File: src/rtl/clc_pkg.sv
`timescale 1ns / 1ps
// ----------------------------------------------------------------------------
// clc_pkg: shared types, constants and keystream function
// Holds the generator state type, the queue head type, the configuration
// register codes and the eight-step keystream function.
// ----------------------------------------------------------------------------
package clc_pkg;

    // Field and register widths
    localparam int DATA_W        = 8;
    localparam int GEN12_W       = 12;
    localparam int GEN19_W       = 19;
    localparam int GEN17_W       = 17;
    localparam int GEN8_W        = 8;
    localparam int CFG_DATA_W    = 19;
    localparam int CFG_INDEX_W   = 2;

    // Default depth of the front-to-back queue (at least 2)
    localparam int QUEUE_DEPTH_DEF = 2;

    // Configuration register indexes
    typedef enum logic [CFG_INDEX_W-1:0] {
        CFG_SEED_TWELVE    = 2'd0,
        CFG_SEED_NINETEEN  = 2'd1,
        CFG_SEED_SEVENTEEN = 2'd2,
        CFG_SEED_EIGHT     = 2'd3
    } cfg_index_t;

    // All four generator registers
    typedef struct packed {
        logic [GEN12_W-1:0] twelve;
        logic [GEN19_W-1:0] nineteen;
        logic [GEN17_W-1:0] seventeen;
        logic [GEN8_W-1:0]  eight;
    } gen_state_t;

    // Head of the queue as seen by the back end
    typedef struct packed {
        logic              valid;
        logic [DATA_W-1:0] data;
        logic              last;
    } queue_head_t;

    // One keystream byte and the generator state after it
    typedef struct packed {
        gen_state_t        gens;
        logic [DATA_W-1:0] key;
    } keystream_t;

    // Eight unrolled steps of all four generators, first key bit in bit 0
    function automatic keystream_t next_keystream(input gen_state_t s);
        gen_state_t        g;
        logic [DATA_W-1:0] key;
        logic              fb12;
        logic              fb19;
        logic              fb17;
        logic              fb8;
        keystream_t        res;
        g   = s;
        key = '0;
        for (int k = 0; k < DATA_W; k++)
        begin
            // taps 11,10,9,3,0
            fb12 = g.twelve[11] ^ g.twelve[10] ^ g.twelve[9] ^ g.twelve[3] ^ g.twelve[0];
            // taps 18,17,16,13,0
            fb19 = g.nineteen[18] ^ g.nineteen[17] ^ g.nineteen[16] ^ g.nineteen[13]
                 ^ g.nineteen[0];
            // taps 16,13,0
            fb17 = g.seventeen[16] ^ g.seventeen[13] ^ g.seventeen[0];
            // taps 7,5,4,0
            fb8  = g.eight[7] ^ g.eight[5] ^ g.eight[4] ^ g.eight[0];
            g.twelve    = {fb12, g.twelve[GEN12_W-1:1]};
            g.nineteen  = {fb19, g.nineteen[GEN19_W-1:1]};
            g.seventeen = {fb17, g.seventeen[GEN17_W-1:1]};
            g.eight     = {fb8, g.eight[GEN8_W-1:1]};
            key[k] = g.twelve[0] ^ g.nineteen[0] ^ g.seventeen[0] ^ g.eight[0] ^ 1'b1;
        end
        res.gens = g;
        res.key  = key;
        return res;
    endfunction

endpackage

File: src/rtl/clc_if.sv
`timescale 1ns / 1ps
// ----------------------------------------------------------------------------
// clc_if: valid/ready stream interfaces
// Input word carries a data byte and the message end flag; output word
// carries the combined byte and the keystream byte.
// ----------------------------------------------------------------------------
interface clc_in_if;
    logic       valid;
    logic       ready;
    logic [7:0] data_in;
    logic       last_byte;

    modport source (output valid, output data_in, output last_byte, input ready);
    modport sink   (input valid, input data_in, input last_byte, output ready);
endinterface

interface clc_out_if;
    logic       valid;
    logic       ready;
    logic [7:0] data_out;
    logic [7:0] key_out;

    modport source (output valid, output data_out, output key_out, input ready);
    modport sink   (input valid, input data_out, input key_out, output ready);
endinterface

File: src/rtl/clc_front.sv
`timescale 1ns / 1ps
// ----------------------------------------------------------------------------
// clc_front: input side and word queue
// Accepts input words whenever the queue has room and presents the oldest
// queued word, with its message end flag, to the back end.
// ----------------------------------------------------------------------------
module clc_front #(
    parameter int QUEUE_DEPTH = clc_pkg::QUEUE_DEPTH_DEF
) (
    input  logic                clk,
    input  logic                rst_n,
    clc_in_if.sink              in_word,
    output clc_pkg::queue_head_t head,
    input  logic                pop
);
    import clc_pkg::*;

    localparam int PTR_W = $clog2(QUEUE_DEPTH);
    localparam int CNT_W = $clog2(QUEUE_DEPTH + 1);

    logic [DATA_W-1:0] data_reg [QUEUE_DEPTH];
    logic              last_reg [QUEUE_DEPTH];
    logic [PTR_W-1:0]  wr_ptr_reg;
    logic [PTR_W-1:0]  wr_ptr_next;
    logic [PTR_W-1:0]  rd_ptr_reg;
    logic [PTR_W-1:0]  rd_ptr_next;
    logic [CNT_W-1:0]  count_reg;
    logic [CNT_W-1:0]  count_next;
    logic              push;

    // room in the queue
    assign in_word.ready = (count_reg != CNT_W'(QUEUE_DEPTH));
    assign push          = in_word.valid && in_word.ready;

    // oldest word to the back end
    assign head.valid = (count_reg != '0);
    assign head.data  = data_reg[rd_ptr_reg];
    assign head.last  = last_reg[rd_ptr_reg];

    // pointer and fill count update
    always_comb
    begin
        wr_ptr_next = wr_ptr_reg;
        rd_ptr_next = rd_ptr_reg;
        count_next  = count_reg;
        if (push)
        begin
            wr_ptr_next = (wr_ptr_reg == PTR_W'(QUEUE_DEPTH - 1)) ? '0 : wr_ptr_reg + 1'b1;
        end
        if (pop)
        begin
            rd_ptr_next = (rd_ptr_reg == PTR_W'(QUEUE_DEPTH - 1)) ? '0 : rd_ptr_reg + 1'b1;
        end
        if (push && !pop)
        begin
            count_next = count_reg + 1'b1;
        end
        else if (pop && !push)
        begin
            count_next = count_reg - 1'b1;
        end
    end

    always_ff @(posedge clk or negedge rst_n)
    begin
        if (!rst_n)
        begin
            wr_ptr_reg <= '0;
            rd_ptr_reg <= '0;
            count_reg  <= '0;
        end
        else
        begin
            wr_ptr_reg <= wr_ptr_next;
            rd_ptr_reg <= rd_ptr_next;
            count_reg  <= count_next;
        end
    end

    // queue storage, no reset
    always_ff @(posedge clk)
    begin
        if (push)
        begin
            data_reg[wr_ptr_reg] <= in_word.data_in;
            last_reg[wr_ptr_reg] <= in_word.last_byte;
        end
    end

endmodule

File: src/rtl/clc_back.sv
`timescale 1ns / 1ps
// ----------------------------------------------------------------------------
// clc_back: keystream generators and output register
// Holds seeds and four generators; takes one queued word per cycle unless the
// output is stalled, makes its keystream byte, reloads seeds at message end.
// ----------------------------------------------------------------------------
module clc_back (
    input  logic                               clk,
    input  logic                               rst_n,
    input  clc_pkg::queue_head_t               head,
    output logic                               pop,
    input  logic                               cfg_we,
    input  logic [clc_pkg::CFG_INDEX_W-1:0]    cfg_index,
    input  logic [clc_pkg::CFG_DATA_W-1:0]     cfg_data,
    clc_out_if.source                          out_word
);
    import clc_pkg::*;

    gen_state_t        seed_reg;
    gen_state_t        seed_next;
    gen_state_t        gen_reg;
    gen_state_t        gen_next;
    keystream_t        ks;
    logic              out_valid_reg;
    logic              out_valid_next;
    logic [DATA_W-1:0] data_out_reg;
    logic [DATA_W-1:0] key_out_reg;

    // take a word when the output register is free or draining
    assign pop = head.valid && (!out_valid_reg || out_word.ready);
    assign ks  = next_keystream(gen_reg);

    assign out_word.valid    = out_valid_reg;
    assign out_word.data_out = data_out_reg;
    assign out_word.key_out  = key_out_reg;

    // seed and generator update
    always_comb
    begin
        seed_next = seed_reg;
        gen_next  = gen_reg;
        if (cfg_we)
        begin
            case (cfg_index_t'(cfg_index))
                CFG_SEED_TWELVE:
                begin
                    seed_next.twelve = cfg_data[GEN12_W-1:0];
                    gen_next.twelve  = cfg_data[GEN12_W-1:0];
                end
                CFG_SEED_NINETEEN:
                begin
                    seed_next.nineteen = cfg_data[GEN19_W-1:0];
                    gen_next.nineteen  = cfg_data[GEN19_W-1:0];
                end
                CFG_SEED_SEVENTEEN:
                begin
                    seed_next.seventeen = cfg_data[GEN17_W-1:0];
                    gen_next.seventeen  = cfg_data[GEN17_W-1:0];
                end
                CFG_SEED_EIGHT:
                begin
                    seed_next.eight = cfg_data[GEN8_W-1:0];
                    gen_next.eight  = cfg_data[GEN8_W-1:0];
                end
                default:
                begin
                    seed_next = seed_reg;
                end
            endcase
        end
        else if (pop)
        begin
            // message end reloads every generator from its seed
            gen_next = head.last ? seed_reg : ks.gens;
        end
    end

    // output valid
    always_comb
    begin
        out_valid_next = out_valid_reg;
        if (pop)
        begin
            out_valid_next = 1'b1;
        end
        else if (out_word.ready)
        begin
            out_valid_next = 1'b0;
        end
    end

    always_ff @(posedge clk or negedge rst_n)
    begin
        if (!rst_n)
        begin
            seed_reg.twelve    <= GEN12_W'(1);
            seed_reg.nineteen  <= GEN19_W'(1);
            seed_reg.seventeen <= GEN17_W'(1);
            seed_reg.eight     <= GEN8_W'(1);
            gen_reg.twelve     <= GEN12_W'(1);
            gen_reg.nineteen   <= GEN19_W'(1);
            gen_reg.seventeen  <= GEN17_W'(1);
            gen_reg.eight      <= GEN8_W'(1);
            out_valid_reg      <= 1'b0;
        end
        else
        begin
            seed_reg      <= seed_next;
            gen_reg       <= gen_next;
            out_valid_reg <= out_valid_next;
        end
    end

    // output payload, no reset
    always_ff @(posedge clk)
    begin
        if (pop)
        begin
            data_out_reg <= head.data ^ ks.key;
            key_out_reg  <= ks.key;
        end
    end

endmodule

File: src/rtl/combined_lfsr_stream_cipher_top.sv
`timescale 1ns / 1ps
// ----------------------------------------------------------------------------
// combined_lfsr_stream_cipher_top: four-LFSR stream cipher, one byte a word
// Path: an accepted word passes the queue, then the output register.
// Throughput: one word per cycle while the output is not stalled; eight
// generator steps are unrolled in the back end's single keystream stage.
// Reset: seeds and generators load 1, queue empty, output register empty.
// ----------------------------------------------------------------------------
module combined_lfsr_stream_cipher_top #(
    parameter int QUEUE_DEPTH = clc_pkg::QUEUE_DEPTH_DEF
) (
    input  logic                            clk,
    input  logic                            rst_n,
    clc_in_if.sink                          in_word,
    clc_out_if.source                       out_word,
    input  logic                            cfg_we,
    input  logic [clc_pkg::CFG_INDEX_W-1:0] cfg_index,
    input  logic [clc_pkg::CFG_DATA_W-1:0]  cfg_data
);
    import clc_pkg::*;

    queue_head_t head;
    logic        pop;

    // input side and queue
    clc_front #(
        .QUEUE_DEPTH (QUEUE_DEPTH)
    ) u_front (
        .clk     (clk),
        .rst_n   (rst_n),
        .in_word (in_word),
        .head    (head),
        .pop     (pop)
    );

    // keystream and output
    clc_back u_back (
        .clk       (clk),
        .rst_n     (rst_n),
        .head      (head),
        .pop       (pop),
        .cfg_we    (cfg_we),
        .cfg_index (cfg_index),
        .cfg_data  (cfg_data),
        .out_word  (out_word)
    );

    // back end only takes a word that is queued
    assert property (@(posedge clk) disable iff (!rst_n) pop |-> head.valid)
        else $error("pop from empty queue");

    // an accepted word is queued in the next cycle
    assert property (@(posedge clk) disable iff (!rst_n)
        (in_word.valid && in_word.ready) |=> head.valid)
        else $error("accepted word lost from queue");

    // a taken word shows at the output in the next cycle
    assert property (@(posedge clk) disable iff (!rst_n) pop |=> out_word.valid)
        else $error("taken word missing at output");

endmodule
File: src/flat_wrapper.sv
// flat-port wrapper written by rule: the top's interface ports become plain ports
module combined_lfsr_stream_cipher_top_flat import clc_pkg::*;
#(
    parameter int QUEUE_DEPTH = clc_pkg::QUEUE_DEPTH_DEF
)
  (clk, rst_n, cfg_we, cfg_index, cfg_data, in_word_valid, in_word_data_in, in_word_last_byte, in_word_ready, out_word_valid, out_word_data_out, out_word_key_out, out_word_ready);
  clc_in_if in_word_i ();
  clc_out_if out_word_i ();
  input  logic clk;
  input  logic rst_n;
  input  logic cfg_we;
  input  logic [clc_pkg::CFG_INDEX_W-1:0] cfg_index;
  input  logic [clc_pkg::CFG_DATA_W-1:0] cfg_data;
  input wire logic [$bits(in_word_i.valid)-1:0] in_word_valid;
  input wire logic [$bits(in_word_i.data_in)-1:0] in_word_data_in;
  input wire logic [$bits(in_word_i.last_byte)-1:0] in_word_last_byte;
  output wire logic [$bits(in_word_i.ready)-1:0] in_word_ready;
  output wire logic [$bits(out_word_i.valid)-1:0] out_word_valid;
  output wire logic [$bits(out_word_i.data_out)-1:0] out_word_data_out;
  output wire logic [$bits(out_word_i.key_out)-1:0] out_word_key_out;
  input wire logic [$bits(out_word_i.ready)-1:0] out_word_ready;
  assign in_word_i.valid = in_word_valid;
  assign in_word_i.data_in = in_word_data_in;
  assign in_word_i.last_byte = in_word_last_byte;
  assign in_word_ready = in_word_i.ready;
  assign out_word_valid = out_word_i.valid;
  assign out_word_data_out = out_word_i.data_out;
  assign out_word_key_out = out_word_i.key_out;
  assign out_word_i.ready = out_word_ready;
  combined_lfsr_stream_cipher_top #(.QUEUE_DEPTH(QUEUE_DEPTH)) u_core (.clk(clk), .rst_n(rst_n), .in_word(in_word_i), .out_word(out_word_i), .cfg_we(cfg_we), .cfg_index(cfg_index), .cfg_data(cfg_data));
endmodule
File: config.mk
export PLATFORM = sky130hd
export DESIGN_NAME = combined_lfsr_stream_cipher_top_flat
export DESIGN_NICKNAME = d
export VERILOG_FILES = /design/src/rtl/clc_pkg.sv /design/src/rtl/clc_if.sv /design/src/rtl/clc_front.sv /design/src/rtl/clc_back.sv /design/src/rtl/combined_lfsr_stream_cipher_top.sv /design/src/flat_wrapper.sv
export SDC_FILE = /design/constraint.sdc
export NUM_CORES = 1
export LEC_CHECK = 0
export ABC_AREA = 1
export BUFFER_PORTS_ARGS = -buffer_cell sky130_fd_sc_hd__buf_4
export CORE_AREA = 2 2 168 170
export DETAILED_ROUTE_END_ITERATION = 7
export DIE_AREA = 0 0 170 172
export GPL_TIMING_DRIVEN = 0
export PLACE_DENSITY = 0.47
export SETUP_SLACK_MARGIN = 0.5
export SYNTH_ARGS = -nofsm -noshare
export SYNTH_HDL_FRONTEND = slang
export SYNTH_SLANG_ARGS = --single-unit
File: constraint.sdc
create_clock -name clk -period 3.35 [get_ports clk]
set_input_delay 0.5025 -clock clk [delete_from_list [all_inputs] [get_ports clk]]
set_output_delay 0.5025 -clock clk [all_outputs]
set_load 0.005 [all_outputs]
==> results of run 1 <==
## cell type report
cell class | count | area [um^2]
Buffer | 43 | 185
Clock buffer | 18 | 429
Clock inverter | 14 | 139
Fill cell | 2886 | 18400
Inverter | 50 | 188
Multi-Input combinational cell | 588 | 3270
Sequential cell | 151 | 3960
Tap cell | 346 | 433
Timing Repair Buffer | 54 | 439
## kinds of logic after synthesis
group | Yosys count
DFF | 151
adders and majority gates | 1
xor gates and xnor gates | 108
buffers and inverters | 93
and+or+nand+nor | 296
AOI/OAI and AO/OA | 174
muxes | 9
## path summary, 6_finish.rpt
check	startpoint	slack, ns	to
min in group asynchronous	rst_n	0.56	u_core.u_back.gen_reg[22]
worst min register to register	u_core.u_front.count_reg[0]	0.48	u_core.u_front.count_reg[0]
worst min-delay path	in_word_data_in[7]	0.25	u_core.u_front.data_reg[1][7]
worst max register to register	u_core.u_front.rd_ptr_reg	0.97	u_core.u_back.gen_reg[6]
max in group asynchronous	rst_n	2.00	u_core.u_back.seed_reg[8]
worst max-delay path	u_core.u_front.rd_ptr_reg	0.97	u_core.u_back.gen_reg[6]
## per-layer routing
| metal | share of wire | up-vias |
|---|---|---|
| li1 | - | 2908 |
| met1 | 0.49 | 2902 |
| met2 | 0.43 | 188 |
| met3 | 0.054 | 30 |
| met4 | 0.025 | 0 |
| met5 | 0 | - |
## stage by stage
stage / setup WS [ns] / cells
global placement: -0.589 / 1229
finish: 0.974 / 1264
floorplan: 0.730 / 832
CTS: 0.951 / 1264
detailed placement: 0.729 / 1231
global route: 0.743 / 1264
## report_power, final
| part | switching (W) | total [W] | internal (W) |
|---|---|---|---|
| logic | 0.00387 | 0.00653 | 0.00267 |
| registers | 0.000559 | 0.00329 | 0.00273 |
| clock network | 0.000858 | 0.00190 | 0.00104 |
## cell usage in the layout, fill, tap and decap left out, types with 2 or more instances in the layout
cell / count
a21oi_1: 8
a21oi_2: 2
a31oi_1: 52
buf_1: 6
buf_2: 5
buf_4: 52
clkbuf_1: 30
clkbuf_16: 17
clkinvlp_4: 3
dfrtp_1: 109
dfstp_2: 8
edfxtp_1: 34
inv_1: 50
inv_6: 7
mux2_2: 2
mux2i_1: 7
nand2_1: 128
nand2_2: 5
nand3_1: 24
nor2_1: 133
o211ai_1: 18
o21ai_0: 90
o221ai_1: 2
or2_2: 4
xnor2_1: 62
xnor2_2: 4
xor2_1: 40
xor2_2: 2
==> impl_metrics.csv, run 1 <==
group,metric,value,unit
synth,synth_top_area_share,0.359,
power,peakVddDrop,0.544,mV
placed_design,placed_area,8460,um^2
worst_setup_path,worstPathCellList,"buf_2, or2_2, nand2_1, clkbuf_1, nor2_1, nor2_1, o21ai_1, a21oi_1",
synth,synth.cell_area,7590,um^2
grt,grt_pass1_vias,6144,
worst_setup_path,path_common_cell,"nor2_1",
finish,synthToLayoutAreaGrowth,19.0,%
route,wirelength,23.6,mm
finish,design_area,9040,um^2
clocking,htree_levels,4,
grt,grt_max_degree,77,
worst_setup_path,slowest_delay,0.53,ns
grt,grt_pass1_wl,36.7,mm
outcome,status,"complete, no violations",
grt,grt-ovfl-total,0,
timing,setup_viol,0,
synth,ys_top_cells_by_area,"dfrtp_1, edfxtp_1, xnor2_1",
finish,n_antenna_cell,0,
route,wl_per_cell,18.7,um
clocking,ctsHoldBuffers,1,
route,vias,6028,
floorplan,io_pins,53,
synth,synth.area.mux_share,0.0122,
timing,timing.final.crit_share,0.709,
timing,slew-limit-headroom,0.417,
timing,hold_viol_final,0,
worst_setup_path,slowest_stage,"clkbuf_1",
worst_hold_path,hold_class,"in2reg",
clocking,cts_buffers,17,
worst_setup_path,cp_top_family,"simple AND/OR/NAND/NOR gates",
grt,gr-max-usage-layer,"met2",
grt,antenna_found_initial,0,
synth,synth_commonest_cells,"nor2_1, nand2_1, dfrtp_1, o21ai_0, xnor2_1",
clocking,cts.sink_count,151,
clocking,cts_tree,"built",
timing,whs,0.254,ns
worst_setup_path,critPathLaunchType,"flop",
finish,drive_above_1_share,0.131,
worst_setup_path,cp_data_required_time,3.71,ns
timing,finalMaxSlewViolations,0,
worst_setup_path,crit_buf_inv,2,
grt,gr-usage-met3,0.0302,
placed_design,numPortBuffers,51,
timing,rsz0062_at_grt,"no",
flow_run,maxCapViolations,0,
timing,min_period,2.38,ns
timing,fmax,421,MHz
worst_setup_path,crit_cells,8,
synth,synth_edf_count,34,
grt,grt.total_usage,0.170,
clocking,clk_latency,0.43,ns
timing,finalSetupTns,0,ns
clocking,cts-root-buf,"clkbuf_16",
worst_setup_path,end_kind,"flop",
synth,yosysSeqAreaShare,0.521,
synth,synth_cell_type_count,31,
route,ant_nets,0,
finish,utilization,0.329,
route,drt_drc_violations_left,0,
timing,fin_skew,0.0121,ns
synth,yosys_register_bits,151,
floorplan,fp.dieArea,29200,um^2
floorplan,initial_core_util,0.276,
synth,synthFlopType,"dfrtp_1",
synth,synth-xor-area-share,0.130,
route,vias_per_cell,4.77,
worst_setup_path,crit_fanout,10,
synth,synthArstFlopShare,0.775,
route,dr.pass1.iters,5,
synth,synth_compound_area_frac,0.131,
synth,syn_inst,832,
clocking,post_cts_resized,0,
placed_design,gp_congestion,0.881,
clocking,post-cts-setup-buffers,0,
synth,synth.largest_area_cell,"dfrtp_1",
worst_setup_path,cp.arrival,2.73,ns
synth,synthAdderAreaFrac,0.00165,
grt,use_met2,0.261,
power,finalPower,0.0117,W
route,drtIter0Drc,432,
synth,syn_avg_cell_area,9.13,um^2
worst_setup_path,reg2regPathDepth,8,
clocking,clkTransAtPathRegs,0.07,ns
worst_hold_path,holdPathStages,1,
floorplan,rows,61,
timing,tightest_slew,0.871,ns
synth,yosysMostFrequentCell,"nor2_1",
placed_design,dp_hpwl,17.9,mm
synth,synth_top_family_by_area,"simple AND/OR/NAND/NOR gates",
power,p_per_area,1300,nW/um^2
synth,ys_warn_count,0,
synth,synth-simple-area-share,0.154,
floorplan,core_area,27500,um^2
synth,syn_nets,868,
clocking,cts.path.max_buffers,2,
floorplan,die_w,170,um
grt,met1_usage,0.241,
finish,layout.nets,941,
floorplan,fp.dieH,172,um
power,p_leak,3.86,nW
worst_setup_path,path_class,"reg2reg",
No activity file was read; power rests on OpenSTA's default activity.
==> inputs of run 2 (changes only) <==
--- a/config.mk
+++ b/config.mk
@@ -5,11 +5,11 @@
 export SDC_FILE = /design/constraint.sdc
 export NUM_CORES = 1
 export LEC_CHECK = 0
-export ABC_AREA = 1
+export ABC_AREA = 0
 export BUFFER_PORTS_ARGS = -buffer_cell sky130_fd_sc_hd__buf_4
-export CORE_AREA = 2 2 168 170
+export CORE_AREA = 2 2 169 171
 export DETAILED_ROUTE_END_ITERATION = 7
-export DIE_AREA = 0 0 170 172
+export DIE_AREA = 0 0 171 173
 export GPL_TIMING_DRIVEN = 0
 export PLACE_DENSITY = 0.47
 export SETUP_SLACK_MARGIN = 0.5
==> constraint.sdc (replaced) <==
create_clock -name clk -period 2.36 [get_ports clk]
set_input_delay 0.354 -clock clk [delete_from_list [all_inputs] [get_ports clk]]
set_output_delay 0.354 -clock clk [all_outputs]
set_load 0.005 [all_outputs]
==> impl_metrics.csv, run 2 <==
group,metric,value,unit
synth,synth.cell_area,7640,um^2
placed_design,placed_area,8530,um^2
worst_setup_path,cp_top_family,"compound AO/OA/AOI/OAI gates",
worst_setup_path,end_kind,"flop",
timing,tightest_slew,0.772,ns
power,finalPower,0.0157,W
synth,yosysSeqAreaShare,0.518,
timing,slew-limit-headroom,0.482,
floorplan,io_pins,53,
synth,synth_commonest_cells,"nand2_1, dfrtp_1, xnor2_1, nor2_1, mux2_2",
route,drt_drc_violations_left,0,
worst_hold_path,min-delay-start,"in_word_data_in[3]",
clocking,clk_latency,0.43,ns
floorplan,die_w,171,um
synth,yosysMostFrequentCell,"nand2_1",
worst_hold_path,hold_class,"in2reg",
placed_design,gp_congestion,0.884,
route,wirelength,23.6,mm
clocking,cts_buffers,17,
synth,synthFlopType,"dfrtp_1",
clocking,htree_levels,4,
worst_setup_path,slowest_stage,"xnor3_2",
clocking,cts_tree,"built",
worst_setup_path,slowest_delay,0.52,ns
finish,n_antenna_cell,0,
grt,antenna_found_initial,0,
synth,synth_cell_type_count,49,
worst_setup_path,cp_data_required_time,2.66,ns
finish,mostFrequentLayoutCells,"nand2_1, dfrtp_1, xnor2_1",
outcome,status,"complete, no violations",
route,wl_per_cell,19.7,um
timing,setup_viol,0,
grt,grt_pass1_vias,5727,
floorplan,rows,61,
synth,ys_warn_count,0,
finish,layout_commonest_cell,"nand2_1",
route,ant_nets,0,
worst_setup_path,crit_fanout,4,
clocking,cts.sink_count,151,
worst_setup_path,path_class,"reg2reg",
floorplan,fp.dieH,173,um
flow_run,maxCapViolations,0,
synth,synth_edf_count,34,
clocking,cts.path.max_buffers,2,
worst_setup_path,r2r-start,"u_core.u_back.gen_reg[41]",
synth,syn_avg_cell_area,10.5,um^2
timing,fmax,523,MHz
floorplan,core_area,27600,um^2
route,dr.pass1.iters,5,
worst_setup_path,worstPathCellList,"xnor3_2, and3_2, a2111oi_1, o31ai_2",
finish,design_area,9370,um^2
synth,syn_inst,725,
synth,ys_top_cells_by_area,"dfrtp_1, edfxtp_1, xnor2_1",
synth,synth.largest_area_cell,"dfrtp_1",
finish,layout.nets,839,
route,vias,5685,
finish,synthToLayoutAreaGrowth,22.6,%
finish,drive_above_1_share,0.235,
power,peakVddDrop,0.720,mV
synth,synth_top_area_share,0.357,
power,p_per_area,1670,nW/um^2
timing,finalMaxSlewViolations,0,
clocking,clkTransAtPathRegs,0.07,ns
worst_setup_path,crit_buf_inv,0,
placed_design,dp_hpwl,17.3,mm
grt,grt.total_usage,0.163,
grt,grt_max_degree,77,
floorplan,fp.dieArea,29600,um^2
synth,yosys_register_bits,151,
grt,grt-ovfl-total,0,
timing,rsz0062_at_grt,"yes",
route,drtIter0Drc,346,
power,p_leak,3.92,nW
synth,synthArstFlopShare,0.775,
finish,utilization,0.339,
synth,syn_nets,761,
worst_setup_path,cp.arrival,2.21,ns
placed_design,numPortBuffers,51,
timing,timing.final.crit_share,0.810,
route,vias_per_cell,4.76,
timing,min_period,1.91,ns
timing,hold_viol_final,0,
grt,grt_pass1_wl,35.8,mm
floorplan,initial_core_util,0.277,
clocking,cts-root-buf,"clkbuf_16",
worst_setup_path,cp-startpoint,"u_core.u_back.gen_reg[41]",
timing,fin_skew,0.0122,ns
worst_setup_path,critPathLaunchType,"flop",
[run 2: changes by cell type after synthesis, moves of 15 or more]
cell,change
nor2_1,-85
o21ai_0,-76
inv_1,-48
a31oi_1,-46
mux2_2,+35
o31ai_1,+27
and3_1,+26
xnor2_1,+26
nand2_1,+21
nand3_1,-19
xor2_1,-16
a21oi_1,+15
[run 2: through the flow]
| step | worst slack [ns] | setup TNS, ns | hold WS [ns] | instances |
|---|---|---|---|---|
| 6_report | 0.449 | 0 | 0.105 | 1194 |
| 5_1_grt | 0.438 | 0 | 0.0931 | 1194 |
| 4_1_cts | 0.415 | 0 | 0.0904 | 1193 |
| 3_5_place_dp | -0.0842 | -0.989 | 0.318 | 1155 |
| 3_3_place_gp | -0.0348 | -0.0588 | 0.452 | 1154 |
| 2_1_floorplan | 0.639 | 0 | 0.0584 | 725 |
[run 2: what timing repair did]
item                       CTS  global route
hold buffers                 1             0
pin swaps                    2             0
resized for setup           27            40
buffers inserted             5             1
setup endpoints to repair   72            84
hold endpoints to repair    41             0
[run 2: per-layer routing]
layer  track usage  up-vias  part of all wire
met1         0.232     2857              0.47
met5             0        -                 0
met2         0.255      167              0.47
li1              -     2636                 -
met4        0.0459        0             0.016
met3        0.0252       25             0.045
[run 2: final cells by class]
| class | instances | area [um^2] |
|---|---|---|
| Clock buffer | 17 | 425 |
| Buffer | 47 | 264 |
| Clock inverter | 15 | 166 |
| Multi-Input combinational cell | 524 | 3580 |
| Fill cell | 2854 | 18300 |
| Timing Repair Buffer | 59 | 482 |
| Tap cell | 378 | 473 |
| Sequential cell | 151 | 3960 |
| Inverter | 3 | 15.0 |
[run 2: final timing paths]
check,depth (start not counted),end,slack (ns)
max,4,u_core.u_back.gen_reg[36],0.45
min,1,u_core.u_front.data_reg[0][3],0.10
max reg2reg,4,u_core.u_back.gen_reg[36],0.45
min reg2reg,2,u_core.u_back.seed_reg[8],0.47
max in group asynchronous,3,u_core.u_back.seed_reg[0],1.14
min in group asynchronous,2,u_core.u_front.rd_ptr_reg,0.43
[run 2: logic make-up (layout without fill, tap and decap cells)]
group	after synthesis	in the layout	synth area share
and+or+nand+nor	244	244	0.135
buffers and inverters	50	141	0.0275
DFF	151	151	0.518
xor gates and xnor gates	121	121	0.152
adders and majority gates	1	1	0.00164
AOI/OAI and AO/OA	109	109	0.0956
muxes	49	49	0.0702
[run 2: where the power goes]
part,total (W),internal [W],switching (W)
combinational,0.00819,0.00392,0.00428
sequential,0.00474,0.00389,0.000852
clock,0.00275,0.00143,0.00132
==> inputs of run 3 (changes only) <==
--- a/config.mk
+++ b/config.mk
@@ -11,7 +11,7 @@
 export DETAILED_ROUTE_END_ITERATION = 7
 export DIE_AREA = 0 0 171 173
 export GPL_TIMING_DRIVEN = 0
-export PLACE_DENSITY = 0.47
+export PLACE_DENSITY = 0.48
 export SETUP_SLACK_MARGIN = 0.5
 export SYNTH_ARGS = -nofsm -noshare
 export SYNTH_HDL_FRONTEND = slang
==> constraint.sdc (replaced) <==
create_clock -name clk -period 1.7 [get_ports clk]
set_input_delay 0.255 -clock clk [delete_from_list [all_inputs] [get_ports clk]]
set_output_delay 0.255 -clock clk [all_outputs]
set_load 0.005 [all_outputs]
==> impl_metrics.csv, run 3 (synthesis gave the netlist of run 2 again) <==
group,metric,value,unit
route,ant_nets,0,
placed_design,dp_hpwl,17.7,mm
clocking,cts-root-buf,"clkbuf_16",
clocking,cts.sink_count,151,
timing,finalMaxSlewViolations,0,
timing,setup_slack,-0.0935,ns
outcome,violations,"negative setup slack",
timing,fin_skew,0.0129,ns
placed_design,numPortBuffers,51,
timing,setup_viol,11,
worst_setup_path,critPathLaunchType,"flop",
finish,mostFrequentLayoutCells,"nand2_1, dfrtp_1, buf_4",
grt,antenna_found_initial,0,
route,drt_drc_violations_left,0,
route,wl_met2,12.5,mm
worst_setup_path,crit_buf_inv,0,
route,m1WireLength,13.1,mm
floorplan,initial_core_util,0.277,
clocking,cts_buffers,17,
timing,rsz0062_at_grt,"yes",
grt,grt-ovfl-total,0,
worst_setup_path,cp.arrival,2.13,ns
finish,synthToLayoutAreaGrowth,58.2,%
route,wl_per_cell,21.3,um
clocking,htree_levels,4,
timing,fmax,558,MHz
timing,slew-limit-headroom,0.513,
grt,grt.total_usage,0.187,
worst_setup_path,worstPathCellList,"xnor3_2, xor2_2, xor2_2, xnor2_1, a211oi_2",
worst_setup_path,path_common_cell,"xor2_2",
placed_design,gp_congestion,0.850,
clocking,cts_tree,"built",
placed_design,placed_area,9140,um^2
route,dr.pass1.iters,5,
power,peakVddDrop,0.908,mV
route,wirelength,27.1,mm
worst_setup_path,end_kind,"flop",
floorplan,die_w,171,um
worst_setup_path,cp_data_required_time,2.04,ns
timing,tightest_slew,0.731,ns
clocking,cts.path.max_buffers,2,
flow_run,maxCapViolations,0,
timing,min_period,1.79,ns
grt,grt_max_degree,63,
placed_design,pre_cts_slack,-0.356,ns
clocking,clkTransAtPathRegs,0.07,ns
floorplan,core_area,27600,um^2
route,route.top_layer_used,"met4",
power,p_leak,5.04,nW
worst_setup_path,slowest_delay,0.45,ns
route,vias,6152,
timing,hold_viol_final,0,
floorplan,fp.dieH,173,um
floorplan,fp.dieArea,29600,um^2
finish,design_area,12100,um^2
power,p_per_area,2380,nW/um^2
timing,finalSetupTns,-0.288,ns
floorplan,rows,61,
worst_setup_path,slowest_stage,"xnor3_2",
worst_hold_path,hold_class,"in2reg",
timing,timing.final.crit_share,1.05,
finish,layout_commonest_cell,"nand2_1",
finish,layout.nets,917,
route,vias_per_cell,4.84,
route,drtIter0Drc,350,
outcome,status,"complete, but fails checks",
finish,n_antenna_cell,0,
worst_setup_path,path_class,"reg2reg",
worst_setup_path,cp_top_family,"XOR/XNOR gates",
grt,grt_pass1_vias,6075,
clocking,clk_latency,0.44,ns
floorplan,io_pins,53,
grt,grt_pass1_wl,40.2,mm
worst_setup_path,crit_fanout,2,
finish,fillers,2597,
route,wl_met3,1.04,mm
finish,drive_above_1_share,0.516,
==> run 3: cell count changes in the layout (fill, tap and decap cells not counted), sizes merged <==
| cell | previous run | this run |
|---|---|---|
| buf | 77 | 147 |
| clkinvlp | 1 | 6 |
| inv | 12 | 7 |
| dlygate4sd3 | 1 | 5 |
| clkbuf | 45 | 48 |
| and3 | 27 | 28 |
==> run 3: per-layer routing <==
| layer | GRT usage | vias to the layer above |
|---|---|---|
| met5 | 0 | - |
| met4 | 0.0470 | 0 |
| met3 | 0.0352 | 37 |
| met2 | 0.292 | 152 |
| met1 | 0.266 | 3160 |
| li1 | - | 2803 |
==> run 3: power breakdown <==
| group | internal (W) | leakage (nW) | total [W] | switching (W) |
|---|---|---|---|---|
| combinational | 0.00994 | 3.11 | 0.0181 | 0.00818 |
| clock | 0.00190 | 0.250 | 0.00364 | 0.00174 |
| sequential | 0.00544 | 1.69 | 0.00701 | 0.00157 |
| total | 0.0173 | 5.04 | 0.0288 | 0.0115 |
==> run 3: metrics by stage <==
| step | cells | power [W] | utilization | hold WS [ns] |
|---|---|---|---|---|
| 2_1_floorplan | 725 | 0.0155 | - | -0.0406 |
| 3_3_place_gp | 1154 | 0.0185 | 0.330 | 0.451 |
| 3_5_place_dp | 1155 | 0.0185 | 0.331 | 0.276 |
| 4_1_cts | 1245 | 0.0264 | 0.406 | 0.00146 |
| 5_1_grt | 1272 | 0.0302 | 0.438 | 0.00526 |
| 6_report | 1272 | 0.0288 | 0.438 | 0.0161 |
==> run 3: path summary, 6_finish.rpt <==
kind | start | endpoint | slack, ns | cells after the start
max in group asynchronous | rst_n | u_core.u_back.gen_reg[0] | 0.64 | 3
worst min register to register | u_core.u_back.seed_reg[8] | u_core.u_back.seed_reg[8] | 0.47 | 2
min in group asynchronous | rst_n | u_core.u_back.gen_reg[18] | 0.34 | 2
worst max register to register | u_core.u_back.gen_reg[41] | u_core.u_back.gen_reg[41] | -0.09 | 5
worst min-delay path | in_word_data_in[2] | u_core.u_front.data_reg[1][2] | 0.02 | 1
worst max-delay path | u_core.u_back.gen_reg[41] | u_core.u_back.gen_reg[41] | -0.09 | 5
==> run 3: worst reg2reg max path: stages (launching register included) <==
cell	delay [ns]
dfrtp_2	0.44
xnor3_2	0.45
xor2_2	0.22
xor2_2	0.24
xnor2_1	0.13
a211oi_2	0.23
==> run 3: repair_timing <==
item,in CTS,in global routing
buffers inserted,45,23
endpoints found under the hold margin,52,7
gates cloned,12,0
gates resized for setup,195,141
pin swaps,65,50
hold buffers,1,4
endpoints found under the setup margin,144,197
==> run 3: layout make-up <==
cell class,instances,area [um^2],share of cell area
clock inverters,15,120,0.00993
inverters,3,25.0,0.00207
repair buffers,136,1500,0.124
flip-flops and latches,151,3990,0.330
well taps,378,473,0.0391
plain buffers,47,618,0.0511
clock buffers,17,425,0.0352
multi-input cells,525,4950,0.409
